===== src/rtl/ucd_pkg.sv =====
// Package for the undirected cycle detector.
// Holds the controller state type, the command and status structs, and the fixed field widths.
// No dependencies.
package ucd_pkg;

   localparam int unsigned MaxVertices = 1024;
   localparam int unsigned MaxEdges    = 1024;
   localparam int unsigned NodeWidth   = 10;
   localparam int unsigned CountWidth  = 11;
   localparam logic [CountWidth-1:0] CountReset = 11'd1024;

   typedef enum logic [3:0] {
      ST_IDLE,
      ST_SCAN,
      ST_SCAN_CHK,
      ST_INIT,
      ST_EDGE,
      ST_EDGE_LD,
      ST_FIND_A_RD,
      ST_FIND_A_CHK,
      ST_FIND_B_RD,
      ST_FIND_B_CHK,
      ST_LINK_A,
      ST_LINK_B,
      ST_SWEEP,
      ST_SWEEP_CHK,
      ST_REPORT
   } ucd_state_type;

   typedef struct packed {
      logic take_req;
      logic idx_inc;
      logic scan_rd;
      logic store_edge;
      logic set_ovf;
      logic init_wr;
      logic vcnt_inc;
      logic vcnt_clr;
      logic edge_rd;
      logic cur_from_a;
      logic cur_from_b;
      logic node_rd;
      logic cur_step;
      logic save_ra;
      logic save_rb;
      logic link_a;
      logic link_b;
      logic sweep_rd;
      logic found_chk;
      logic load_rsp;
      logic clear_run;
   } ucd_cmd_type;

   typedef struct packed {
      logic req_op;
      logic req_bad;
      logic scan_done;
      logic scan_hit;
      logic store_full;
      logic vcnt_last;
      logic at_root;
      logic same_root;
      logic rsp_free;
   } ucd_status_type;

endpackage


===== src/rtl/ucd_ctrl.sv =====
// Controller state machine of the undirected cycle detector.
// Sequences edge lookup, store, union-find merge and root sweep; depends on ucd_pkg.
module ucd_ctrl
   import ucd_pkg::*;
(
   input  logic           clock,
   input  logic           reset,
   input  logic           req_tvalid,
   output logic           req_tready,
   input  ucd_status_type status,
   output ucd_cmd_type    cmd
);

   ucd_state_type state_ff, state_in;

   always_ff @(posedge clock) begin
      if (reset) begin
         state_ff <= ST_IDLE;
      end else begin
         state_ff <= state_in;
      end
   end

   always_comb begin
      state_in   = state_ff;
      cmd        = '0;
      req_tready = 1'b0;
      case (state_ff)
         ST_IDLE: begin
            req_tready = 1'b1;
            if (req_tvalid) begin
               cmd.take_req = 1'b1;
               if (status.req_op) begin
                  state_in = ST_INIT;
               end else if (!status.req_bad) begin
                  state_in = ST_SCAN;
               end
            end
         end
         ST_SCAN: begin
            if (status.scan_done) begin
               if (status.store_full) begin
                  cmd.set_ovf = 1'b1;
               end else begin
                  cmd.store_edge = 1'b1;
               end
               state_in = ST_IDLE;
            end else begin
               cmd.scan_rd = 1'b1;
               state_in    = ST_SCAN_CHK;
            end
         end
         ST_SCAN_CHK: begin
            if (status.scan_hit) begin
               state_in = ST_IDLE;
            end else begin
               cmd.idx_inc = 1'b1;
               state_in    = ST_SCAN;
            end
         end
         ST_INIT: begin
            cmd.init_wr = 1'b1;
            if (status.vcnt_last) begin
               cmd.vcnt_clr = 1'b1;
               state_in     = ST_EDGE;
            end else begin
               cmd.vcnt_inc = 1'b1;
            end
         end
         ST_EDGE: begin
            if (status.scan_done) begin
               state_in = ST_SWEEP;
            end else begin
               cmd.edge_rd = 1'b1;
               state_in    = ST_EDGE_LD;
            end
         end
         ST_EDGE_LD: begin
            cmd.cur_from_a = 1'b1;
            state_in       = ST_FIND_A_RD;
         end
         ST_FIND_A_RD: begin
            cmd.node_rd = 1'b1;
            state_in    = ST_FIND_A_CHK;
         end
         ST_FIND_A_CHK: begin
            if (status.at_root) begin
               cmd.save_ra    = 1'b1;
               cmd.cur_from_b = 1'b1;
               state_in       = ST_FIND_B_RD;
            end else begin
               cmd.cur_step = 1'b1;
               state_in     = ST_FIND_A_RD;
            end
         end
         ST_FIND_B_RD: begin
            cmd.node_rd = 1'b1;
            state_in    = ST_FIND_B_CHK;
         end
         ST_FIND_B_CHK: begin
            if (status.at_root) begin
               cmd.save_rb = 1'b1;
               state_in    = ST_LINK_A;
            end else begin
               cmd.cur_step = 1'b1;
               state_in     = ST_FIND_B_RD;
            end
         end
         ST_LINK_A: begin
            cmd.link_a = 1'b1;
            if (status.same_root) begin
               cmd.idx_inc = 1'b1;
               state_in    = ST_EDGE;
            end else begin
               state_in = ST_LINK_B;
            end
         end
         ST_LINK_B: begin
            cmd.link_b  = 1'b1;
            cmd.idx_inc = 1'b1;
            state_in    = ST_EDGE;
         end
         ST_SWEEP: begin
            cmd.sweep_rd = 1'b1;
            state_in     = ST_SWEEP_CHK;
         end
         ST_SWEEP_CHK: begin
            cmd.found_chk = 1'b1;
            if (status.vcnt_last) begin
               state_in = ST_REPORT;
            end else begin
               cmd.vcnt_inc = 1'b1;
               state_in     = ST_SWEEP;
            end
         end
         ST_REPORT: begin
            if (status.rsp_free) begin
               cmd.load_rsp  = 1'b1;
               cmd.clear_run = 1'b1;
               state_in      = ST_IDLE;
            end
         end
         default: begin
            state_in = ST_IDLE;
         end
      endcase
   end

endmodule


===== config.mk =====
export PLATFORM = sky130hd
export DESIGN_NAME = ucd_ctrl
export DESIGN_NICKNAME = d
export VERILOG_FILES = /design/src/rtl/ucd_pkg.sv /design/src/rtl/ucd_ctrl.sv
export SDC_FILE = /design/constraint.sdc
export NUM_CORES = 1
export LEC_CHECK = 0
export BUFFER_PORTS_ARGS = -buffer_cell sky130_fd_sc_hd__buf_2
export CELL_PAD_IN_SITES_DETAIL_PLACEMENT = 1
export CELL_PAD_IN_SITES_GLOBAL_PLACEMENT = 2
export CORE_ASPECT_RATIO = 0.9
export CORE_MARGIN = 2
export CORE_UTILIZATION = 20
export DETAILED_ROUTE_END_ITERATION = 6
export GPL_TIMING_DRIVEN = 0
export PLACE_DENSITY = 0.86
export SYNTH_ARGS = -nofsm -noshare
export SYNTH_HDL_FRONTEND = slang
export SYNTH_SLANG_ARGS = --single-unit

===== constraint.sdc =====
create_clock -name clock -period 1.9 [get_ports clock]
set_clock_uncertainty 0.15 [all_clocks]
set_input_delay 0.095 -clock clock [delete_from_list [all_inputs] [get_ports clock]]
set_output_delay 0.095 -clock clock [all_outputs]
set_load 0.01 [all_outputs]

# Word level (Yosys, flattened, before mapping)

Index checks and enable logic that the tools add are counted.

Bits of input ports: 12
Output and inout port bits: 22
Register bits after elaboration: 4
Word-level logic and storage cells: 67

Reductions and logical operators: 5
Multiplexer cells: 43
Equal/unequal tests: 18

Operators with widths:

| cell                                                 | count |
|---|---|
| one-hot mux 4 bit (15 select lines)                  | 1 |
| 2-to-1 mux 4 bit                                     | 8 |
| equality test 4 bit (second input constant)          | 7 |
| 2-to-1 mux 1 bit                                     | 26 |
| equality test 4 x 3 -> 1 bit (second input constant) | 4 |
| 2-to-1 mux 2 bit                                     | 6 |
| equality test 4 x 2 -> 1 bit (second input constant) | 2 |
| != test 2 bit (second input constant)                | 3 |
| OR reduction 2 bit                                   | 3 |
| equality test 4 x 1 -> 1 bit (second input constant) | 1 |
| logical NOT 4 bit                                    | 1 |
| AND reduction 4 bit                                  | 1 |
| 2-to-1 mux 3 bit                                     | 1 |
| != test 3 bit (second input constant)                | 1 |
| one-hot mux 1 bit (3 select lines)                   | 1 |

# Logic depth before layout (Yosys ltp)

Depth in word-level cells: 4
Mapped depth: 7
Mapped depth without buffers: 5

# Worst setup path after synthesis

Ideal clock, no wire load.

Kind: reg-to-output
Start point: reg state_ff[3]
End point: out cmd[20] (netlist name)
Buffers on the path: 2
Arrival: 1.345 ns
Slack: 0.310 ns
Stages on the path, launching flop included: 5
Path through: dfxtp_1 buf_2 buf_2 nor4_1 and2_1

RTL lines:

| element                  | line           | text |
|---|---|---|
| start: declaration       | ucd_ctrl.sv:14 | `ucd_state_type state_ff, state_in;` |
| start signal: assignment | ucd_ctrl.sv:20 | `state_ff <= state_in;` |
| end: declaration         | ucd_ctrl.sv:11 | `output ucd_cmd_type cmd` |

==> results.tsv <==
stage	metric	value	unit
floorplan	FP Rows	18	
clock_network	TritonCTS clock tree	built	
cells_and_area	Fill cells	406	
route	Post-Route WL	2300	um
logic_synthesis	syn_nets	111	
sta	crit path time final	1.79	ns
route	first-pass iteration count of the detailed router	4	
sta	worst-margin pin slew	0.279	ns
job	max_cap viols	0	
logic_synthesis	count leader, synth	nor2_1	
sta	final worst path period share	94.2	%
global_routing	initial antenna violation count	0	
route	vias per inst	4.86	
min_path	worst hold path type	input pin to flip-flop	
logic_synthesis	synth warn	0	
floorplan	Initial Util	21.2	%
floorplan	Die Y	55.7	um
logic_synthesis	Synth Cell Area	593	um2
clock_network	root buffer cell	clkbuf_4	
logic_synthesis	Gate Count Post-Synth	99	
worst_setup_path	crit path max fanout	10	
worst_setup_path	startpoint type of the worst setup path	flip-flop	
global_routing	gr ovfl total	0	
logic_synthesis	Synth async-reset ratio	0	%
sta	Final TNS setup	0	ns
sta	fin. max-slew vios	0	
logic_synthesis	synthesized area per cell	5.99	um2
worst_setup_path	WP data required	1.65	ns
cells_and_area	fraction of final layout cells sized beyond drive strength 1	36.0	%
logic_synthesis	top_reg_cell synth	dfxtp_1	
sta	relative slew slack	81.4	%
logic_synthesis	cell taking the most area after synthesis	dfxtp_1	
clock_network	clock latency on the worst-skew pair	0.23	ns
route	Routed Antenna Nets	0	
logic_synthesis	largest cells by area after synthesis	dfxtp_1, nor2_1, a21oi_1	
pwr	Tot Pwr	0.000986	W
clock_network	clk sinks	4	
run_status	status	complete, no violations	
global_routing	largest net degree at the start of global routing	11	
worst_setup_path	critical path arrival	1.55	ns
cells_and_area	top flop regs	state_ff x4	
clock_network	htree depth	1	
route	Initial DRC Count	31	
placed_design	PortBufs	33	
route	Post-route DRC	0	
floorplan	Die X	61.4	um
floorplan	Boundary Pins	34	
floorplan	core footprint	0.00279	mm2
worst_setup_path	crit end category	output pin	
logic_synthesis	#FFs+latches synth	4	
logic_synthesis	Synth top area share	13.5	%
global_routing	GRT Util Overall	13.1	%
cells_and_area	nets@finish	150	
clock_network	Setup Buffers After CTS	0	
global_routing	vias in the first global route	764	
clock_network	CTS Buf Count	3	
worst_setup_path	critical path class	flip-flop to output pin	
sta	f_max	0.559	GHz
pwr	leakage	0.414	nW
placed_design	hpwl dp	1780	um
placed_design	Final Wtd Congestion	0.885	
logic_synthesis	Synth cell types	31	
global_routing	first-pass GRT wire length	3530	um
route	vias after detailed routing	856	
route	routed length per instance	13.1	um
logic_synthesis	top cells by count, synth	nor2_1, a21oi_1, nand2_1, buf_2, o21ai_0	
clock_network	clock slew at reported path FFs	0.03	ns
logic_synthesis	sequential-to-total area share from yosys stat	13.5	%
pwr	power per cell area	1140	mW/mm2
sta	RSZ-0062 raised after global routing	false	
cells_and_area	Top reg by flops	state_ff	
sta	final hold vios	0	
cells_and_area	max reg flops	4	
sta	setup violators final	0	
pwr	Peak VDD IR	0.326	mV
cells_and_area	Layout area overhead	45.1	%
clock_network	Clock Tree Buf Depth	2	
cells_and_area	antenna cells	0	
logic_synthesis	Post-synth EDFFs	0	
floorplan	Die Area	0.00342	mm2
-- layout by cell type (no fill, tap or decap), drive strengths merged, types with 2 or more instances in the layout --
| cell type | count |
|---|---|
| dfxtp | 4 |
| nand2 | 7 |
| inv | 4 |
| a21oi | 11 |
| nand3 | 3 |
| a31oi | 2 |
| and2 | 2 |
| nand2b | 4 |
| nor3b | 3 |
| and3 | 2 |
| nor2 | 17 |
| nor4 | 4 |
| buf | 39 |
| clkbuf | 7 |
| nor3 | 5 |
| o21ai | 6 |
| or3 | 2 |
| nor2b | 3 |
-- power breakdown --
part	switching (W)	total [W]	leakage [nW]	internal, W
clock	0.0000312	0.000102	0.0138	0.0000704
combinational	0.000444	0.000745	0.367	0.000301
sequential	0.0000253	0.000139	0.0327	0.000114
-- final timing paths --
| check | startpoint | to | slack [ns] | cells after the start |
|---|---|---|---|---|
| max | state_ff[3] | cmd[19] | 0.11 | 5 |
| max reg2reg | state_ff[1] | state_ff[2] | 0.24 | 6 |
| min reg2reg | state_ff[1] | state_ff[0] | 0.57 | 3 |
| min | status[0] | state_ff[2] | 0.07 | 3 |
-- layout make-up --
cell class	count	area, um2	share of cell area, %
Buffer	10	68.8	7.99
Clock buffer	3	22.5	2.62
Sequential cell	4	80.1	9.30
Multi-Input combinational cell	81	449	52.2
Tap cell	40	50.0	5.81
Timing Repair Buffer	34	175	20.3
Inverter	4	15.0	1.74
-- kinds of logic (layout without fill, tap and decap cells) --
kind of cell	after synthesis	after routing	synth area share (%)
flip-flops	4	4	13.5
AND/OR/NAND/NOR	54	54	46.2
buffers and inverters	14	51	12.7
AO/OA/AOI/OAI	27	27	27.6
-- through the flow --
step | cell area [um2] | utilization (%) | cells | setup WS (ns) | hold slack, ns
floorplan | 593 | - | 99 | 0.310 | 0.0141
global placement | 808 | 28.9 | 172 | 0.302 | 0.162
detailed placement | 808 | 28.9 | 172 | 0.288 | 0.162
CTS | 841 | 30.1 | 176 | 0.0430 | 0.0746
global route | 861 | 30.8 | 176 | 0.00805 | 0.0819
finish | 861 | 30.8 | 176 | 0.110 | 0.0722
-- routing by layer --
| layer | part of all wire (%) | vias to the layer above | track usage (%) |
|---|---|---|---|
| met2 | 44 | 31 | 19.3 |
| li1 | - | 425 | - |
| met4 | 0 | 0 | 0.912 |
| met1 | 48 | 400 | 19.6 |
| met3 | 7.3 | 0 | 3.49 |
| met5 | 0 | - | 0 |
-- worst max-delay path, stage by stage, from the launching register on --
cell      delay, ns
dfxtp_1        0.30
buf_2          0.17
clkbuf_4       0.20
or3_1          0.37
a21oi_1        0.13
buf_2          0.14
-- repair_timing --
action                                  CTS  global route
endpoints found under the setup margin    0             9
hold endpoints to repair                  4             0
hold buffers                              1             0
resized for setup                         0             7
Note: power is estimated with default switching activity, not from simulation.
